### config.mk
export PLATFORM = sky130hd
export DESIGN_NAME = http_request_stream_parser
export DESIGN_NICKNAME = d
export VERILOG_FILES = /design/src/rtl/hrsp_pkg.sv /design/src/rtl/hrsp_front.sv /design/src/rtl/hrsp_back.sv /design/src/rtl/http_request_stream_parser.sv
export SDC_FILE = /design/constraint.sdc
export NUM_CORES = 1
export LEC_CHECK = 0
export BUFFER_PORTS_ARGS = -buffer_cell sky130_fd_sc_hd__buf_2
export CAP_MARGIN = 20
export CORE_ASPECT_RATIO = 1.4
export CORE_MARGIN = 4
export CORE_UTILIZATION = 50
export DETAILED_ROUTE_END_ITERATION = 8
export GPL_TIMING_DRIVEN = 0
export PLACE_DENSITY_LB_ADDON = 0.25
export SETUP_SLACK_MARGIN = 0.4
export SYNTH_ARGS = -nofsm -noshare
export SYNTH_HDL_FRONTEND = slang
export SYNTH_SLANG_ARGS = --single-unit
### constraint.sdc
create_clock -name clock -period 11.7 [get_ports clock]
set_input_delay 2.34 -clock clock [delete_from_list [all_inputs] [get_ports clock]]
set_output_delay 2.34 -clock clock [all_outputs]
set_load 0.005 [all_outputs]
### src/rtl/hrsp_pkg.sv
// Shared types and constants for the HTTP request stream parser.
// No dependencies; imported by hrsp_front, hrsp_back and the top level.
package hrsp_pkg;

   // Result kind codes
   localparam logic [2:0] KIND_METHOD  = 3'd0;
   localparam logic [2:0] KIND_URL     = 3'd1;
   localparam logic [2:0] KIND_VERSION = 3'd2;
   localparam logic [2:0] KIND_KEY     = 3'd3;
   localparam logic [2:0] KIND_VALUE   = 3'd4;
   localparam logic [2:0] KIND_HDONE   = 3'd5;
   localparam logic [2:0] KIND_BODY    = 3'd6;
   localparam logic [2:0] KIND_END_NB  = 3'd7;

   // ASCII codes the parser reacts to
   localparam logic [7:0] CH_SPACE = 8'h20;
   localparam logic [7:0] CH_COLON = 8'h3A;
   localparam logic [7:0] CH_CR    = 8'h0D;
   localparam logic [7:0] CH_LF    = 8'h0A;
   localparam logic [7:0] CH_TAB   = 8'h09;
   localparam logic [7:0] CH_VT    = 8'h0B;
   localparam logic [7:0] CH_FF    = 8'h0C;
   localparam logic [7:0] CH_PLUS  = 8'h2B;
   localparam logic [7:0] CH_MINUS = 8'h2D;
   localparam logic [7:0] CH_ZERO  = 8'h30;
   localparam logic [7:0] CH_NINE  = 8'h39;

   // "Content-Length" key; hit vector padded to 16 so a 4-bit position indexes it
   localparam int KEY_LEN   = 14;
   localparam int KEY_SLOTS = 16;
   localparam logic [3:0] KEY_LAST = 4'(KEY_LEN);
   localparam logic [7:0] CL_KEY [KEY_LEN] = '{
      8'h43, 8'h6F, 8'h6E, 8'h74, 8'h65, 8'h6E, 8'h74,
      8'h2D, 8'h4C, 8'h65, 8'h6E, 8'h67, 8'h74, 8'h68
   };

   // Depth of the queue between front and back
   localparam int QUEUE_DEPTH = 4;
   localparam int QPTR_BITS   = $clog2(QUEUE_DEPTH);

   // One classified input beat
   typedef struct packed {
      logic [7:0]           data;
      logic                 sp;
      logic                 colon;
      logic                 cr;
      logic                 lf;
      logic                 ws;
      logic                 digit;
      logic                 plus;
      logic                 minus;
      logic [3:0]           digit_val;
      logic [KEY_SLOTS-1:0] key_hit;
   } class_type;

   typedef enum logic [4:0] {
      PH_METHOD  = 5'b00001,
      PH_URL     = 5'b00010,
      PH_VERSION = 5'b00100,
      PH_HEADER  = 5'b01000,
      PH_BODY    = 5'b10000
   } phase_type;

   typedef enum logic [3:0] {
      HS_KEY      = 4'b0001,
      HS_INTERVAL = 4'b0010,
      HS_VALUE    = 4'b0100,
      HS_END      = 4'b1000
   } hstep_type;

   typedef enum logic [2:0] {
      NS_LEAD   = 3'b001,
      NS_DIGITS = 3'b010,
      NS_DONE   = 3'b100
   } nstep_type;

endpackage

### src/rtl/hrsp_front.sv
// Front end: accepts request bytes, classifies them and queues them for the back end.
// Depends on hrsp_pkg.
module hrsp_front
   import hrsp_pkg::*;
(
   input  logic      clock,
   input  logic      reset,
   input  logic      req_push,
   output logic      req_full,
   input  logic [7:0] req_in_byte,
   output logic      q_valid,
   output class_type q_item,
   input  logic      q_pop
);

   class_type              mem_ff [QUEUE_DEPTH];
   logic [QPTR_BITS-1:0]   wr_ptr_ff, wr_ptr_in;
   logic [QPTR_BITS-1:0]   rd_ptr_ff, rd_ptr_in;
   logic [QPTR_BITS:0]     count_ff, count_in;
   logic                   do_push, do_pop;
   class_type              cls;

   always_comb begin
      cls           = '0;
      cls.data      = req_in_byte;
      cls.sp        = (req_in_byte == CH_SPACE);
      cls.colon     = (req_in_byte == CH_COLON);
      cls.cr        = (req_in_byte == CH_CR);
      cls.lf        = (req_in_byte == CH_LF);
      cls.ws        = (req_in_byte == CH_SPACE) || (req_in_byte == CH_TAB) ||
                      (req_in_byte == CH_LF) || (req_in_byte == CH_VT) ||
                      (req_in_byte == CH_FF) || (req_in_byte == CH_CR);
      cls.digit     = (req_in_byte >= CH_ZERO) && (req_in_byte <= CH_NINE);
      cls.plus      = (req_in_byte == CH_PLUS);
      cls.minus     = (req_in_byte == CH_MINUS);
      cls.digit_val = req_in_byte[3:0];
      for (int i = 0; i < KEY_LEN; i++) begin
         cls.key_hit[i] = (req_in_byte == CL_KEY[i]);
      end
   end

   assign req_full = (count_ff == (QPTR_BITS+1)'(QUEUE_DEPTH));
   assign q_valid  = (count_ff != '0);
   assign q_item   = mem_ff[rd_ptr_ff];
   assign do_push  = req_push && !req_full;
   assign do_pop   = q_pop && q_valid;

   always_comb begin
      wr_ptr_in = do_push ? wr_ptr_ff + 1'b1 : wr_ptr_ff;
      rd_ptr_in = do_pop ? rd_ptr_ff + 1'b1 : rd_ptr_ff;
      count_in  = count_ff;
      if (do_push && !do_pop) begin
         count_in = count_ff + 1'b1;
      end else if (!do_push && do_pop) begin
         count_in = count_ff - 1'b1;
      end
   end

   always_ff @(posedge clock) begin
      if (reset) begin
         wr_ptr_ff <= '0;
         rd_ptr_ff <= '0;
         count_ff  <= '0;
      end else begin
         wr_ptr_ff <= wr_ptr_in;
         rd_ptr_ff <= rd_ptr_in;
         count_ff  <= count_in;
      end
   end

   always_ff @(posedge clock) begin
      if (do_push) begin
         mem_ff[wr_ptr_ff] <= cls;
      end
   end

endmodule

### src/rtl/hrsp_back.sv
// Back end: request parser state machine, Content-Length conversion and result register.
// Depends on hrsp_pkg; fed from hrsp_front's queue.
module hrsp_back
   import hrsp_pkg::*;
#(
   parameter int LENGTH_BITS = 32
)
(
   input  logic        clock,
   input  logic        reset,
   input  logic        q_valid,
   input  class_type   q_item,
   output logic        q_pop,
   output logic        rsp_empty,
   input  logic        rsp_pop,
   output logic [2:0]  rsp_kind,
   output logic [7:0]  rsp_data_byte,
   output logic        rsp_request_end,
   output logic [31:0] rsp_body_length
);

   localparam int LB = LENGTH_BITS;

   phase_type         phase_ff, phase_in;
   hstep_type         hstep_ff, hstep_in;
   class_type         held_ff, held_in;
   logic              have_held_ff, have_held_in;
   logic [3:0]        kpos_ff, kpos_in;
   logic              kmatch_ff, kmatch_in;
   logic              len_seen_ff, len_seen_in;
   nstep_type         nstep_ff, nstep_in;
   logic              neg_ff, neg_in;
   logic [LB-1:0]     accum_ff, accum_in;
   logic [LB-1:0]     left_ff, left_in;

   logic              out_valid_ff, out_valid_in;
   logic [2:0]        out_kind_ff, out_kind_in;
   logic [7:0]        out_data_ff, out_data_in;
   logic              out_end_ff, out_end_in;
   logic [31:0]       out_len_ff, out_len_in;

   logic              go;
   logic              emit;
   logic              restart;
   logic              matched;
   logic              feed;
   logic [LB+3:0]     prod;
   logic [LB-1:0]     acc_next;
   logic [LB-1:0]     len_sel;
   class_type         c;
   class_type         a;

   assign c       = q_item;
   assign a       = held_ff;
   assign go      = q_valid && (!out_valid_ff || rsp_pop);
   assign q_pop   = go;
   assign matched = kmatch_ff && (kpos_ff == KEY_LAST);
   assign len_sel = (len_seen_ff && !neg_ff) ? accum_ff : '0;

   // accum*10 + digit, saturating at all ones
   assign prod     = {1'b0, accum_ff, 3'b000} + {3'b000, accum_ff, 1'b0} +
                     (LB+4)'(a.digit_val);
   assign acc_next = (prod[LB+3:LB] != '0) ? '1 : prod[LB-1:0];

   always_comb begin
      phase_in     = phase_ff;
      hstep_in     = hstep_ff;
      held_in      = held_ff;
      have_held_in = have_held_ff;
      kpos_in      = kpos_ff;
      kmatch_in    = kmatch_ff;
      len_seen_in  = len_seen_ff;
      nstep_in     = nstep_ff;
      neg_in       = neg_ff;
      accum_in     = accum_ff;
      left_in      = left_ff;
      emit         = 1'b0;
      restart      = 1'b0;
      feed         = 1'b0;
      out_kind_in  = KIND_METHOD;
      out_data_in  = '0;
      out_end_in   = 1'b0;
      out_len_in   = '0;

      case (phase_ff)
         PH_METHOD, PH_URL: begin
            if (c.sp) begin
               phase_in     = (phase_ff == PH_METHOD) ? PH_URL : PH_VERSION;
               have_held_in = 1'b0;
            end else begin
               emit        = 1'b1;
               out_kind_in = (phase_ff == PH_METHOD) ? KIND_METHOD : KIND_URL;
               out_data_in = c.data;
            end
         end
         PH_VERSION: begin
            if (!have_held_ff) begin
               held_in      = c;
               have_held_in = 1'b1;
            end else if (a.cr && c.lf) begin
               phase_in     = PH_HEADER;
               hstep_in     = HS_KEY;
               have_held_in = 1'b0;
            end else begin
               held_in     = c;
               emit        = 1'b1;
               out_kind_in = KIND_VERSION;
               out_data_in = a.data;
            end
         end
         PH_HEADER: begin
            if (!have_held_ff) begin
               held_in      = c;
               have_held_in = 1'b1;
            end else begin
               held_in = c;
               case (hstep_ff)
                  HS_KEY: begin
                     if (a.colon) begin
                        hstep_in = c.sp ? HS_INTERVAL : HS_VALUE;
                     end else begin
                        if (kmatch_ff && (kpos_ff < KEY_LAST) && a.key_hit[kpos_ff]) begin
                           kpos_in = kpos_ff + 1'b1;
                        end else begin
                           kmatch_in = 1'b0;
                        end
                        emit        = 1'b1;
                        out_kind_in = KIND_KEY;
                        out_data_in = a.data;
                     end
                  end
                  HS_INTERVAL: begin
                     if (!(a.sp && c.sp)) begin
                        hstep_in = HS_VALUE;
                     end
                  end
                  HS_VALUE: begin
                     if (a.cr && c.lf) begin
                        hstep_in = HS_END;
                     end else begin
                        feed        = matched && !len_seen_ff;
                        emit        = 1'b1;
                        out_kind_in = KIND_VALUE;
                        out_data_in = a.data;
                     end
                  end
                  HS_END: begin
                     if (a.lf) begin
                        if (matched) begin
                           len_seen_in = 1'b1;
                        end
                        kpos_in   = '0;
                        kmatch_in = 1'b1;
                        nstep_in  = NS_LEAD;
                        if (!c.cr) begin
                           hstep_in = HS_KEY;
                        end
                        emit        = 1'b1;
                        out_kind_in = KIND_HDONE;
                     end else if (a.cr && c.lf) begin
                        if (len_sel == '0) begin
                           restart     = 1'b1;
                           emit        = 1'b1;
                           out_kind_in = KIND_END_NB;
                           out_end_in  = 1'b1;
                        end else begin
                           accum_in = len_sel;
                           left_in  = len_sel;
                           phase_in = PH_BODY;
                        end
                     end
                  end
                  default: begin
                     hstep_in = HS_KEY;
                  end
               endcase
            end
         end
         PH_BODY: begin
            emit        = 1'b1;
            out_kind_in = KIND_BODY;
            out_data_in = c.data;
            if (left_ff > LB'(1)) begin
               left_in = left_ff - LB'(1);
            end else begin
               restart    = 1'b1;
               out_end_in = 1'b1;
               out_len_in = 32'(accum_ff);
            end
         end
         default: begin
            restart = 1'b1;
         end
      endcase

      // atoi-style conversion of the Content-Length value
      if (feed) begin
         case (nstep_ff)
            NS_LEAD: begin
               if (a.ws) begin
                  nstep_in = NS_LEAD;
               end else if (a.plus) begin
                  nstep_in = NS_DIGITS;
               end else if (a.minus) begin
                  neg_in   = 1'b1;
                  nstep_in = NS_DIGITS;
               end else if (!a.digit) begin
                  nstep_in = NS_DONE;
               end else begin
                  nstep_in = NS_DIGITS;
                  accum_in = acc_next;
               end
            end
            NS_DIGITS: begin
               if (!a.digit) begin
                  nstep_in = NS_DONE;
               end else begin
                  accum_in = acc_next;
               end
            end
            default: begin
               nstep_in = nstep_ff;
            end
         endcase
      end

      // end of request: back to the state after reset
      if (restart) begin
         phase_in     = PH_METHOD;
         hstep_in     = HS_KEY;
         held_in      = '0;
         have_held_in = 1'b0;
         kpos_in      = '0;
         kmatch_in    = 1'b1;
         len_seen_in  = 1'b0;
         nstep_in     = NS_LEAD;
         neg_in       = 1'b0;
         accum_in     = '0;
         left_in      = '0;
      end
   end

   always_comb begin
      out_valid_in = out_valid_ff;
      if (go) begin
         out_valid_in = emit;
      end else if (rsp_pop) begin
         out_valid_in = 1'b0;
      end
   end

   always_ff @(posedge clock) begin
      if (reset) begin
         phase_ff     <= PH_METHOD;
         hstep_ff     <= HS_KEY;
         held_ff      <= '0;
         have_held_ff <= 1'b0;
         kpos_ff      <= '0;
         kmatch_ff    <= 1'b1;
         len_seen_ff  <= 1'b0;
         nstep_ff     <= NS_LEAD;
         neg_ff       <= 1'b0;
         accum_ff     <= '0;
         left_ff      <= '0;
         out_valid_ff <= 1'b0;
      end else begin
         if (go) begin
            phase_ff     <= phase_in;
            hstep_ff     <= hstep_in;
            held_ff      <= held_in;
            have_held_ff <= have_held_in;
            kpos_ff      <= kpos_in;
            kmatch_ff    <= kmatch_in;
            len_seen_ff  <= len_seen_in;
            nstep_ff     <= nstep_in;
            neg_ff       <= neg_in;
            accum_ff     <= accum_in;
            left_ff      <= left_in;
         end
         out_valid_ff <= out_valid_in;
      end
   end

   always_ff @(posedge clock) begin
      if (go && emit) begin
         out_kind_ff <= out_kind_in;
         out_data_ff <= out_data_in;
         out_end_ff  <= out_end_in;
         out_len_ff  <= out_len_in;
      end
   end

   assign rsp_empty       = !out_valid_ff;
   assign rsp_kind        = out_kind_ff;
   assign rsp_data_byte   = out_data_ff;
   assign rsp_request_end = out_end_ff;
   assign rsp_body_length = out_len_ff;

endmodule

### src/rtl/http_request_stream_parser.sv
// HTTP request stream parser: one request byte per beat, at most one tagged result beat per byte.
// Throughput: one byte per cycle while results are popped; the back end stalls while a result waits.
// Each byte is queued in the front end and its result is registered in the back end; version and
//   header bytes are tagged only once the following byte arrives (one byte of lookahead).
// Reset (synchronous, active high) empties the queue and the result register and returns
//   the parser to the start of a request. Depends on hrsp_pkg, hrsp_front and hrsp_back.
module http_request_stream_parser
   import hrsp_pkg::*;
#(
   parameter int LENGTH_BITS = 32
)
(
   input  logic        clock,
   input  logic        reset,
   // request byte beats
   input  logic        req_push,
   output logic        req_full,
   input  logic [7:0]  req_in_byte,
   // result beats
   output logic        rsp_empty,
   input  logic        rsp_pop,
   output logic [2:0]  rsp_kind,
   output logic [7:0]  rsp_data_byte,
   output logic        rsp_request_end,
   output logic [31:0] rsp_body_length
);

   // Front: classifies each byte (delimiters, whitespace, digit value, key
   // character hits) and parks it in a short queue. req_full only reflects
   // that queue, so input is accepted while a result waits, until the queue fills.
   logic      q_valid;
   logic      q_pop;
   class_type q_item;

   hrsp_front u_front (
      .clock       (clock),
      .reset       (reset),
      .req_push    (req_push),
      .req_full    (req_full),
      .req_in_byte (req_in_byte),
      .q_valid     (q_valid),
      .q_item      (q_item),
      .q_pop       (q_pop)
   );

   // Back: the request/header state machine, the Content-Length match and
   // its saturating decimal conversion (shift-add times ten), the body byte
   // countdown and the result register. It takes a queued beat whenever the
   // result register is empty or being popped in the same cycle.
   hrsp_back #(
      .LENGTH_BITS (LENGTH_BITS)
   ) u_back (
      .clock           (clock),
      .reset           (reset),
      .q_valid         (q_valid),
      .q_item          (q_item),
      .q_pop           (q_pop),
      .rsp_empty       (rsp_empty),
      .rsp_pop         (rsp_pop),
      .rsp_kind        (rsp_kind),
      .rsp_data_byte   (rsp_data_byte),
      .rsp_request_end (rsp_request_end),
      .rsp_body_length (rsp_body_length)
   );

endmodule
# After elaboration in Yosys (flattened, before gate mapping)
# Memory sizes are Yosys's and may differ from the RTL's. A register that Yosys moved wholly into a read port is not among the register bits.
# Cells that the tools add are included.
# totals
ff_bits,172
ramBits,136
in_bits,12
output_inout_bits,46
wordCells,293
n_memories,1
# mem_list
name,words,word_bits,read_ports,rd_ports_with_merged_regs,wr,line,text
u_front.mem_ff,4,34,1,1,1,hrsp_front.sv:16,class_type mem_ff [QUEUE_DEPTH];
# op_classes
n_addsub,8
magnitude_cmp,5
eq_ne,52
muxes,141
bitwise,1
reduce_logical,56
# ops
op,count
2-to-1 mux 32 bit,21
one-hot mux 32 bit (2 select lines),2
2-to-1 mux 36 bit,3
one-hot mux 36 bit (2 select lines),1
2-to-1 mux 3 bit,22
"equality test 8 x 7 -> 1 bit, second input constant",8
2-to-1 mux 4 bit,15
2-to-1 mux 5 bit,9
2-to-1 mux 1 bit,43
"equality test 8 x 4 -> 1 bit, second input constant",5
2-to-1 mux 8 bit,5
adder 35 x 33 -> 36 bit,1
adder 36 x 4 -> 36 bit,1
"equality test 8 x 6 -> 1 bit, second input constant",4
"greater-than comparator 32 x 1 -> 1 bit, second input constant",1
logical NOT 32 bit,1
one-hot mux 8 bit (4 select lines),1
"subtractor 32 x 1 -> 32 bit, second input constant",1
"inequality test 3 x 1 -> 1 bit, second input constant",9
AND reduction 10 bit,2
nonzero test 2 bit,10
one-hot mux 4 bit (2 select lines),2
one-hot mux 4 bit (4 select lines),1
one-hot mux 8 bit (2 select lines),1
48 further kinds,94

# Logic depth before layout (Yosys ltp)
# Gate-level depths: netlist of run 1.
# logic_depth
word_depth,17
mapped_depth,15
depth_no_buf,13

# Hierarchy
# From an unflattened synthesis of run 1, not the netlist that was laid out.
# unflattened
cells_unflattened,1516
hier_area_um2,14746.6
# by_module_without_submodules
mod,instances,cells_each,area_per_inst_um2,seq_area_each_um2
hrsp_back,1,1288,10477.5,3703.6
hrsp_front,1,228,4269.1,3062.9

# Least setup slack after synthesis of run 1
# Ideal clock, no wire load.
# synth_timing
kind,input -> register
startpoint,input port rsp_pop
endpoint,register u_back.out_len_ff[0] (netlist: u_back.rsp_body_length[0]) (enable)
setup_time_ns,0.398
arrival_time_ns,4.187
required_time_ns,11.302
path_slack_ns,7.114
path_stages,5
n_path_buf,0
cell_sequence,nand2b_1 o31a_1 clkinv_1 or3_1 inv_1
# synth_between
elab_chain_len,3
# synth_lines
item,line,text
start: declaration,http_request_stream_parser.sv:21,"input logic rsp_pop,"
logical OR 1 bit,hrsp_back.sv:55,assign go = q_valid && (!out_valid_ff || rsp_pop);
logical AND 1 bit,hrsp_back.sv:55,
logical AND 1 bit,hrsp_back.sv:285,if (go && emit) begin
end signal: assignment,hrsp_back.sv:289,out_len_ff <= out_len_in;
end: declaration,hrsp_back.sv:40,"logic [31:0] out_len_ff, out_len_in;"
# No other way between the ends.
# A chain may end at the register's enable or synchronous reset.

# Worst setup path after layout of run 1
# layout_timing
startpoint,register u_back.accum_ff[0]
endpoint,register u_back.accum_ff[13]
# layout_between
elab_chain_len,15
elab_cells_between_ends,25
cone_classes,add/sub (2); mux (21); reduce/logical (2)
# layout_lines
item,line,text
start: declaration,hrsp_back.sv:33,"logic [LB-1:0] accum_ff, accum_in;"
start signal: assignment,hrsp_back.sv:277,accum_ff <= accum_in;
branches (longest 14 deep; another with adder 35 x 33 -> 36 bit),n/a,
2-to-1 mux 32 bit *,hrsp_back.sv:228,if (restart) begin
# Every way passes the cells marked *.

==> results of run 1 <==
==> Yosys cell counts, drive strengths merged (13+ instances only) <==
cell type,number
a31oi,17
edfxtp,140
nand2,110
a21oi,106
nor3,39
or3,14
mux4,27
inv,24
and2,41
clkbuf,57
ha,71
nand3,57
nor2,111
xor2,26
nor4,30
a22oi,22
nand2b,19
dfxtp,118
xnor2,37
a221o,23
nand4,13
buf,15
o21ai,63
==> logic make-up after synthesis <==
kind of cell	after synthesis	synth area share
flops	258	0.4825
simple gates	470	0.1728
buf+inv	97	0.02878
fa+ha+maj	74	0.06969
xor+xnor	63	0.04055
compound gates	319	0.1565
mux	33	0.04919
==> worst reg2reg max path: cells and delay by family (launching register included) <==
family | cells | cell delay, ps
flip-flops | 1 | 430
AND/OR/NAND/NOR | 2 | 530
AO/OA/AOI/OAI | 7 | 2010
buffers and inverters | 3 | 450
adder cells (fa/ha/maj) | 2 | 1040
==> path summary, 6_finish.rpt <==
path	from	endpoint	slack, ps	cells past startpoint
setup / recovery	u_back.accum_ff[0]$_SDFFE_PP0P_	u_back.accum_ff[13]$_SDFFE_PP0P_	7130	14
hold / removal	u_back.a[8]$_SDFFE_PP0P_	u_back.a[8]$_SDFFE_PP0P_	450	2
setup reg to reg	u_back.accum_ff[0]$_SDFFE_PP0P_	u_back.accum_ff[13]$_SDFFE_PP0P_	7130	14
hold reg to reg	u_back.a[8]$_SDFFE_PP0P_	u_back.a[8]$_SDFFE_PP0P_	450	2
==> flip-flops by register name, indices dropped and copies added, names as in the netlist, 2 cells and up, named ones only <==
name and cells:
u_front.rd_ptr_ff 2, u_back.rsp_kind 3, u_front.count_ff 3, u_back.rsp_data_byte 8, u_back.hstep_ff 4, u_back.left_ff 32
u_front.mem_ff 96, u_front.wr_ptr_ff 2, u_back.accum_ff 32, u_back.phase_ff 5, u_back.rsp_body_length 32, u_back.kpos_ff 4
u_back.nstep_ff 3, u_back.a 24
==> through the flow <==
step             util  setup WS, ps  std cells  total power [mW]
6_report       0.5737          7133       1790             3.014
2_1_floorplan       -          7114       1314             1.826
5_1_grt        0.5737          6930       1790             3.183
3_3_place_gp   0.5349          6092       1736             2.118
3_5_place_dp   0.5398          6844       1742             2.148
4_1_cts        0.5737          7121       1790             3.037
==> per-layer routing <==
layer  global-route usage  part of all wire  up-vias  wire, um
li1                     -                 -     5124         -
met1               0.2582              0.38     5183     13030
met2               0.4314              0.53      303     18170
met3              0.02934             0.044       89      1492
met4              0.09960             0.044        0      1491
met5                    0                 0        -         0
==> power by group <==
part / leakage [nW] / internal (mW) / switching (mW)
clock: 0.437 / 0.533 / 0.352
sequential: 2.23 / 1.14 / 0.0652
combinational: 3.33 / 0.340 / 0.582
==> layout make-up <==
class / instances / area share
clock buffer: 32 / 0.04512
tap: 365 / 0.02967
timing repair buffer: 63 / 0.02715
inverter: 25 / 0.006097
multi-input combinational: 959 / 0.4321
clock inverter: 16 / 0.01390
buffer: 72 / 0.01935
sequential: 258 / 0.4266
==> placed cells by master, fill, tap and decap left out, types with 8 or more instances in the layout <==
master / Yosys / final
and2_1: 41 / 41
or3_1: 14 / 14
nor3_1: 38 / 38
nand3_1: 56 / 56
buf_2: 10 / 67
a22o_1: 8 / 8
ha_1: 71 / 71
nand2b_1: 18 / 18
o21ai_0: 62 / 62
o211ai_1: 9 / 9
a31oi_1: 16 / 16
nor2_1: 110 / 110
nand4_1: 13 / 13
nor4_1: 29 / 29
edfxtp_1: 140 / 140
dfxtp_1: 118 / 118
clkbuf_1: 57 / 62
inv_1: 24 / 23
mux4_2: 27 / 27
nand2_1: 109 / 109
a22oi_1: 22 / 22
clkbuf_16: 0 / 27
a221o_1: 23 / 23
o21a_1: 10 / 10
o41ai_1: 9 / 9
xor2_1: 26 / 26
a21oi_1: 105 / 105
a21o_1: 12 / 12
xnor2_1: 37 / 37
==> results by group, run 1 <==
Status
  – Status: complete, no violations

Global route
  – Vias in the first global route: 10,530
  – GRT Resource Usage Total: 0.2292
  – Antenna violations before repair: 0
  – First-pass GRT wire length: 55,500 um
  – Total gr overflow: 0
  – Largest net degree at the start of global routing: 25

Worst setup path
  – Critical Path Fanout Max: 10
  – Data arrival, critical path: 4990 ps
  – CP Buf/Inv Count: 3
  – Slowest Stage Delay on Critical Path: 580 ps
  – Startpoint types: flop
  – Delay-heaviest family, CP: compound AO/OA/AOI/OAI gates
  – CP Class: flop to flop
  – Slowest-stage cell, CP: fa_1
  – CP required: 12,120 ps
  – Cell Chain, Critical Path: fa_1 -> inv_1 -> fa_1 -> nand2b_1 -> a21oi_1 -> o311a_1 -> a221oi_2 -> o41a_1 -> o211a_1 -> or3_1 -> clkbuf_1 -> o31a_1 -> buf_2 -> a221o_1
  – Worst setup EP type: flop
  – Most used cell, CP: fa_1

STA
  – Hold Slack: 451.7 ps
  – RSZ-0062 raised after global routing: no
  – Fin Clk Skew: 11.76 ps
  – Final Hold Viols: 0
  – Peak Freq: 218.9 MHz
  – Final Slew Violations: 0
  – Period utilization: 0.3904
  – Setup Total Neg Slack: 0 ps
  – Rel. slew slack: 0.3424
  – # setup viols final: 0
  – Fin crit period: 4567 ps
  – Tightest Pin Transition: 981.0 ps

Logic synthesis
  – Area share of the largest cell type after synthesis: 0.3089
  – Cell Area, Synth: 13,610 um2
  – Seq/Total Area, Yosys: 0.4825
  – Yosys Warn Count: 0
  – Syn avg cell area: 10.36 um2
  – Synth Register Bits: 258
  – Cell accounting for the most synthesized area: edfxtp_1
  – Synth async-reset ratio: 0
  – Main flop type after synthesis: edfxtp_1
  – Netlist cell types: 75
  – Post-Synthesis Cells: 1,314
  – Syn nets: 1,400
  – EDFF count, synth: 140
  – Synth top area cells: edfxtp_1 31%, dfxtp_1 17%, ha_1 6.5%, mux4_2 4.5%, a21oi_1 3.9%

Power
  – VDD IR-drop max: 0.1448 mV
  – Pwr per Cell Area: 195.9 nW/um2
  – Static leakage: 6.003 nW

Floorplan
  – Initial Util: 0.5072
  – Die Y: 203.2 um
  – Total Die Area: 29,960 um2
  – Row Count: 71
  – Die W: 147.4 um
  – Core Footprint: 26,830 um2
  – Ports: 58

Final layout
  – Ant. Diodes: 0
  – Fraction of layout cells with a size suffix above 1: 0.1165
  – Final Cell Area: 15,390 um2
  – Area grow syn2layout: 13.10%
  – Reg area: 6566 um2
  – Layout Nets: 1,491
  – Multi-input logic area: 6650 um2
  – Fillers: 2,368

Clock tree
  – CTS Sinks: 258
  – Post-CTS Resized: 0
  – CTS tree: done
  – Num CTS Buffers: 26
  – CTS max path bufs: 3
  – Worst skew pair latency: 550 ps
  – Clock Pin Slew Worst Setup and Hold Paths: 60 ps
  – Root Driver: clkbuf_16
  – Setup bufs post-CTS: 0
  – Cts hold-fix bufs: 0
  – H-tree lvl count: 1

Detailed routing
  – Drt pass-1 iters: 5
  – Routed vias: 10,700
  – Drt wl/cell: 19.10 um
  – Antenna Nets Post-Route: 0
  – Routed WL: 34,180 um
  – Drc violations: 0
  – DRT iter0 DRCs: 618
  – DR vias/cell: 5.977

Worst hold path
  – Worst hold path class: flop to flop

Flow run
  – Max cap viols: 0

Placement
  – Dpl hpwl: 25,350 um
  – IO buf count: 57
  – Placed inst area: 14,480 um2
  – RePlAce Congestion: 0.9196
(Power assumes the default switching activity.)
==> run 2: changes to the inputs <==
==> constraint.sdc (replaced) <==
create_clock -name clock -period 4.6 [get_ports clock]
set_input_delay 0.92 -clock clock [delete_from_list [all_inputs] [get_ports clock]]
set_output_delay 0.92 -clock clock [all_outputs]
set_load 0.005 [all_outputs]
==> results by group, run 2 (synthesis results as in run 1) <==
Status
  – Status: complete, no violations

Detailed routing
  – Drt pass-1 iters: 5 (unchanged)
  – Antenna Nets Post-Route: 0 (unchanged)
  – Drc violations: 0 (unchanged)
  – Routed vias: 10,660 (-0.39%)
  – DR vias/cell: 5.940 (-0.61%)
  – Routed WL: 34,290 um (+0.32%)
  – Drt wl/cell: 19.11 um (about the same)
  – DRT iter0 DRCs: 642 (+3.9%)

Worst setup path
  – Data arrival, critical path: 4500 ps (-490 ps)
  – Reg-to-reg endpoint: u_back.accum_ff[13]$_SDFFE_PP0P_
  – Startpoint types: flop
  – Critical Path Fanout Max: 10 (unchanged)
  – Reg2Reg Setup Slack: 520 ps (-6610 ps)
  – Worst setup EP type: flop
  – CP Class: flop to flop
  – CP required: 5030 ps (-7090 ps)
  – Worst r2r path cells: 15 (+1)
  – Critical R2R Launch: u_back.accum_ff[2]$_SDFFE_PP0P_

Placement
  – Pre-CTS WS: 44.31 ps (-6799 ps)
  – IO buf count: 57 (unchanged)
  – Placed inst area: 14,480 um2 (unchanged)
  – RePlAce Congestion: 0.9196 (unchanged)
  – Dpl hpwl: 25,350 um (unchanged)

STA
  – Final Hold Viols: 0 (unchanged)
  – Setup Total Neg Slack: 0 ps (unchanged)
  – Tightest Pin Transition: 971.3 ps (-9.709 ps)
  – Peak Freq: 245.2 MHz (+12%)
  – # setup viols final: 0 (unchanged)
  – Final Slew Violations: 0 (unchanged)
  – Period utilization: 0.8867 (+0.4963)
  – Fin crit period: 4079 ps (-488.6 ps)
  – Rel. slew slack: 0.3489 (+0.006508)
  – Fin Clk Skew: 14.43 ps (+2.677 ps)
  – RSZ-0062 raised after global routing: no
  – Worst Setup Slack, final: 521.2 ps (-6611 ps)

Clock tree
  – Num CTS Buffers: 26 (unchanged)
  – Clock Pin Slew Worst Setup and Hold Paths: 60 ps (about the same)
  – CTS tree: done
  – H-tree lvl count: 1 (unchanged)
  – CTS Sinks: 258 (unchanged)
  – Root Driver: clkbuf_16
  – CTS max path bufs: 3 (unchanged)
  – Worst skew pair latency: 550 ps (about the same)

Final layout
  – Ant. Diodes: 0 (unchanged)
  – Max FFs per register: 96 (unchanged)
  – Fraction of layout cells with a size suffix above 1: 0.1309 (+0.01437)
  – Layout Nets: 1,495 (+0.27%)
  – Fillers: 2,352 (-0.68%)
  – Final Cell Area: 15,510 um2 (+0.81%)
  – Largest register by flop count: u_front.mem_ff
  – Most common cell after layout, fill and taps aside: edfxtp_1
  – Multi-input logic area: 6720 um2 (+1.1%)
  – Area grow syn2layout: 14.01%
  – Reg area: 6574 um2 (+0.11%)
  – Commonest cells after routing, fill and taps aside: 140 x edfxtp_1, 114 x dfxtp_1, 110 x nor2_1

Floorplan
  – Row Count: 71 (unchanged)
  – Die W: 147.4 um (unchanged)
  – Initial Util: 0.5072 (unchanged)
  – Die Y: 203.2 um (unchanged)
  – Core Footprint: 26,830 um2 (unchanged)
  – Total Die Area: 29,960 um2 (unchanged)
  – Ports: 58 (unchanged)

Worst hold path
  – Worst hold path cell count: 2 (unchanged)
  – Worst hold path class: flop to flop
  – Min-delay src: u_back.a[24]$_SDFFE_PP0P_
  – Hold Path Sink: u_back.a[24]$_SDFFE_PP0P_

Global route
  – First-pass GRT wire length: 55,570 um (+0.14%)
  – Antenna violations before repair: 0 (unchanged)
  – Largest net degree at the start of global routing: 25 (unchanged)
  – GRT Resource Usage Total: 0.2295 (+0.0002855)
  – Vias in the first global route: 10,560 (+0.29%)
  – Total gr overflow: 0 (unchanged)

Power
  – Pwr per Cell Area: 494.2 nW/um2 (+150%)
  – Total power: 7.667 mW (+150%)
  – Static leakage: 6.074 nW (+1.2%)
  – VDD IR-drop max: 0.3685 mV (+150%)

Flow run
  – Max cap viols: 0 (unchanged)
-- run 2: cell type report --
type / instances / area share
multi-input cells: 959 / 0.4331
flip-flops and latches: 258 / 0.4237
clock buffers: 32 / 0.04476
well taps: 365 / 0.02944
repair buffers: 67 / 0.02887
plain buffers: 72 / 0.02024
clock inverters: 16 / 0.01379
inverters: 25 / 0.006048
-- run 2: worst max-delay path: stages (launching register included) --
cell and delay (ps):
dfxtp_2 440, fa_1 480, inv_1 110, fa_2 220, nand2b_4 140, a21oi_4 70
o311a_4 400, a221oi_2 410, o41a_1 220, buf_4 140, o31ai_1 60, or3_1 330
clkbuf_2 150, o31a_1 360, buf_6 170, a221o_1 260
-- run 2: how the worst max path moves through the flow --
stage,start,endpoint,slack (ps)
after floorplan,u_back.a[31]$_SDFFE_PP0P_,u_back.accum_ff[10]$_SDFFE_PP0P_,640
after global placement,u_back.accum_ff[0]$_SDFFE_PP0P_,u_back.accum_ff[27]$_SDFFE_PP0P_,50
after detailed placement,u_back.accum_ff[0]$_SDFFE_PP0P_,u_back.accum_ff[22]$_SDFFE_PP0P_,40
after CTS,u_back.accum_ff[0]$_SDFFE_PP0P_,u_back.accum_ff[13]$_SDFFE_PP0P_,380
after global routing,u_back.accum_ff[2]$_SDFFE_PP0P_,u_back.accum_ff[2]$_SDFFE_PP0P_,400
final,u_back.accum_ff[2]$_SDFFE_PP0P_,u_back.accum_ff[13]$_SDFFE_PP0P_,520
-- run 2: repair_timing --
| action | 4_1_cts | 5_1_grt |
|---|---|---|
| buffers inserted | 4 | 0 |
| setup endpoints to repair | 32 | 32 |
| pin swaps | 4 | 3 |
| hold buffers | 0 | 0 |
| resized for setup | 8 | 18 |
-- run 2: metal layers --
layer  GRT usage  wire (um)  vias to the layer above
li1            -          -                     5127
met2      0.4313      18140                      287
met3     0.02934       1463                       94
met1      0.2585      13120                     5149
met5           0          0                        -
met4      0.1013       1560                        0
-- run 2: report_power, final --
group / switching (mW) / internal, mW / leakage (nW)
registers: 0.166 / 2.91 / 2.23
clock network: 0.899 / 1.35 / 0.437
logic: 1.48 / 0.866 / 3.40
total: 2.54 / 5.13 / 6.07
-- run 2: per-stage QoR --
step	instances	hold WS (ps)	util
6_report	1794	451.5	0.5783
5_1_grt	1794	472.6	0.5783
4_1_cts	1794	452.9	0.5756
3_5_place_dp	1742	444.6	0.5398
3_3_place_gp	1736	439.0	0.5349
2_1_floorplan	1314	431.6	-
==> run 3: changes to the inputs <==
--- a/config.mk
+++ b/config.mk
@@ -13,6 +13,7 @@
 export DETAILED_ROUTE_END_ITERATION = 8
 export GPL_TIMING_DRIVEN = 0
 export PLACE_DENSITY_LB_ADDON = 0.25
+export RECOVER_POWER = 25
 export SETUP_SLACK_MARGIN = 0.4
 export SYNTH_ARGS = -nofsm -noshare
 export SYNTH_HDL_FRONTEND = slang
==> results by group, run 3 (synthesis results as in run 1) <==
Worst hold path
  – Worst hold path class: flop to flop

Power
  – Clk pwr share: 0.294 (about the same)
  – Net Sw Frac: 0.3320 (+0.0005345)
  – Psw: 2.544 mW (+0.11%)
  – Cell Int Power: 5.119 mW (-0.13%)
  – Combinational share of power: 0.305 (about the same)
  – Pwr per Cell Area: 494.5 nW/um2 (about the same)
  – Flop pwr share: 0.401 (about the same)
  – Static leakage: 6.030 nW (-0.72%)
  – VDD IR-drop max: 0.3699 mV (+0.37%)

Global route
  – Largest net degree at the start of global routing: 25 (unchanged)
  – Vias in the first global route: 10,560 (unchanged)
  – GRT Resource Usage Total: 0.2295 (unchanged)
  – Antenna violations before repair: 0 (unchanged)
  – Total gr overflow: 0 (unchanged)
  – First-pass GRT wire length: 55,570 um (unchanged)

Clock tree
  – Cts hold-fix bufs: 0 (unchanged)
  – Worst skew pair latency: 550 ps (about the same)
  – CTS tree: done
  – CTS max path bufs: 3 (unchanged)
  – Root Driver: clkbuf_16
  – CTS Sinks: 258 (unchanged)
  – H-tree lvl count: 1 (unchanged)
  – Clock Pin Slew Worst Setup and Hold Paths: 60 ps (about the same)
  – Num CTS Buffers: 26 (unchanged)

Placement
  – RePlAce Congestion: 0.9196 (unchanged)
  – Dpl hpwl: 25,350 um (unchanged)
  – IO buf count: 57 (unchanged)

STA
  – Setup Total Neg Slack: 0 ps (unchanged)
  – Rel. slew slack: 0.3495 (+0.0005840)
  – Final Hold Viols: 0 (unchanged)
  – Fin Clk Skew: 15.37 ps (+0.9345 ps)
  – Fin crit period: 4074 ps (-4.857 ps)
  – Peak Freq: 245.5 MHz (+0.12%)
  – RSZ-0062 raised after global routing: no
  – # setup viols final: 0 (unchanged)
  – Period utilization: 0.8856 (-0.001056)
  – Final Slew Violations: 0 (unchanged)
  – Tightest Pin Transition: 970.4 ps (-0.8717 ps)

Detailed routing
  – Drt pass-1 iters: 5 (unchanged)
  – Drc violations: 0 (unchanged)
  – Drt wl/cell: 19.16 um (+0.25%)
  – DRT iter0 DRCs: 631 (-1.7%)
  – Antenna Nets Post-Route: 0 (unchanged)
  – Routed vias: 10,620 (-0.37%)
  – Routed WL: 34,380 um (+0.25%)
  – DR vias/cell: 5.919 (-0.37%)

Final layout
  – Ant. Diodes: 0 (unchanged)
  – Post-layout util: 0.5777 (-0.0006530)
  – Most common cell after layout, fill and taps aside: edfxtp_1
  – Largest register by flop count: u_front.mem_ff
  – Max FFs per register: 96 (unchanged)
  – Commonest cells after routing, fill and taps aside: 140 x edfxtp_1, 114 x dfxtp_1, 110 x nor2_1
  – Fraction of layout cells with a size suffix above 1: 0.1211 (-0.009797)
  – Area grow syn2layout: 13.88%
  – Layout Nets: 1,495 (unchanged)

Worst setup path
  – Reg-to-reg endpoint: u_back.accum_ff[13]$_SDFFE_PP0P_
  – CP Class: flop to flop
  – Crit path from: u_back.accum_ff[2]$_SDFFE_PP0P_
  – Startpoint types: flop
  – CP required: 5020 ps (about the same)
  – CP Capture Point: u_back.accum_ff[13]$_SDFFE_PP0P_
  – Worst setup EP type: flop
  – Worst r2r path cells: 15 (unchanged)
  – Critical R2R Launch: u_back.accum_ff[2]$_SDFFE_PP0P_
  – Data arrival, critical path: 4500 ps (about the same)
  – Reg2Reg Setup Slack: 530 ps (about the same)
  – Critical Path Fanout Max: 10 (unchanged)

Floorplan
  – Die Y: 203.2 um (unchanged)
  – Total Die Area: 29,960 um2 (unchanged)
  – Core Footprint: 26,830 um2 (unchanged)
  – Initial Util: 0.5072 (unchanged)
  – Die W: 147.4 um (unchanged)
  – Row Count: 71 (unchanged)
  – Ports: 58 (unchanged)

Flow run
  – Max cap viols: 0 (unchanged)

Status
  – Status: complete, no violations
run 3: cell count changes in the layout (fill, tap and decap cells not counted), sizes merged:
cell / delta
buf: -14
clkbuf: +14
run 3: layout make-up:
cell class	instances	area (um2)
plain buffers	72	314.1
flip-flops and latches	258	6574
well taps	365	456.7
inverters	25	93.84
fillers	2355	11330
clock buffers	32	694.4
multi-input cells	959	6720
repair buffers	67	430.4
clock inverters	16	214.0
run 3: what timing repair did:
item / 4_1_cts / 5_1_grt
gates resized for setup: 8 / 18
gates cloned: 0 / 0
endpoints found under the setup margin: 32 / 32
buffers inserted: 4 / 0
pin swaps: 4 / 3
run 3: power groups by stage:
stage               clock [mW]  sequential (mW)  combinational, mW
finish                    2.26             3.07               2.34
global route              2.40             3.11               2.58
global placement             0             3.13               2.26
detailed placement           0             3.12               2.34
floorplan                    0             3.12               1.52
CTS                       2.30             3.08               2.35
run 3: worst min path at each step:
stage | from | to | cells after the start
2_1_floorplan | u_back.a[34]$_SDFFE_PP0P_ | u_back.a[34]$_SDFFE_PP0P_ | 2
3_3_place_gp | u_back.a[34]$_SDFFE_PP0P_ | u_back.a[34]$_SDFFE_PP0P_ | 2
3_5_place_dp | u_back.a[8]$_SDFFE_PP0P_ | u_back.a[8]$_SDFFE_PP0P_ | 2
4_1_cts | u_back.a[8]$_SDFFE_PP0P_ | u_back.a[8]$_SDFFE_PP0P_ | 2
5_1_grt | u_back.a[8]$_SDFFE_PP0P_ | u_back.a[8]$_SDFFE_PP0P_ | 2
6_report | u_back.a[24]$_SDFFE_PP0P_ | u_back.a[24]$_SDFFE_PP0P_ | 2
run 3: stage by stage:
step / worst slack (ps) / hold slack (ps) / power (mW) / instances / instance area, um2
3_5_place_dp: 44.31 / 444.6 / 5.463 / 1742 / 14480
6_report: 526.1 / 452.4 / 7.663 / 1794 / 15500
2_1_floorplan: 639.4 / 431.6 / 4.643 / 1314 / 13610
3_3_place_gp: 48.18 / 439.0 / 5.388 / 1736 / 14350
4_1_cts: 384.2 / 452.9 / 7.723 / 1794 / 15440
5_1_grt: 397.1 / 472.6 / 8.090 / 1794 / 15500
run 3: layer usage:
metal  vias up  track usage  wire [um]
met4         0       0.1013       1548
li1       5126            -          -
met3        92      0.02934       1389
met2       254       0.4313      18210
met1      5146       0.2585      13230
met5         -            0          0
run 3: critical path, cell delays in order (launching register included):
cell and delay, ps:
dfxtp_2 440, fa_1 470, inv_1 110, fa_2 220, nand2b_4 140, a21oi_4 70
o311a_4 400, a221oi_2 410, o41a_1 220, buf_4 140, o31ai_1 60, or3_1 330
clkbuf_2 150, o31a_1 360, buf_6 170, a221o_1 260
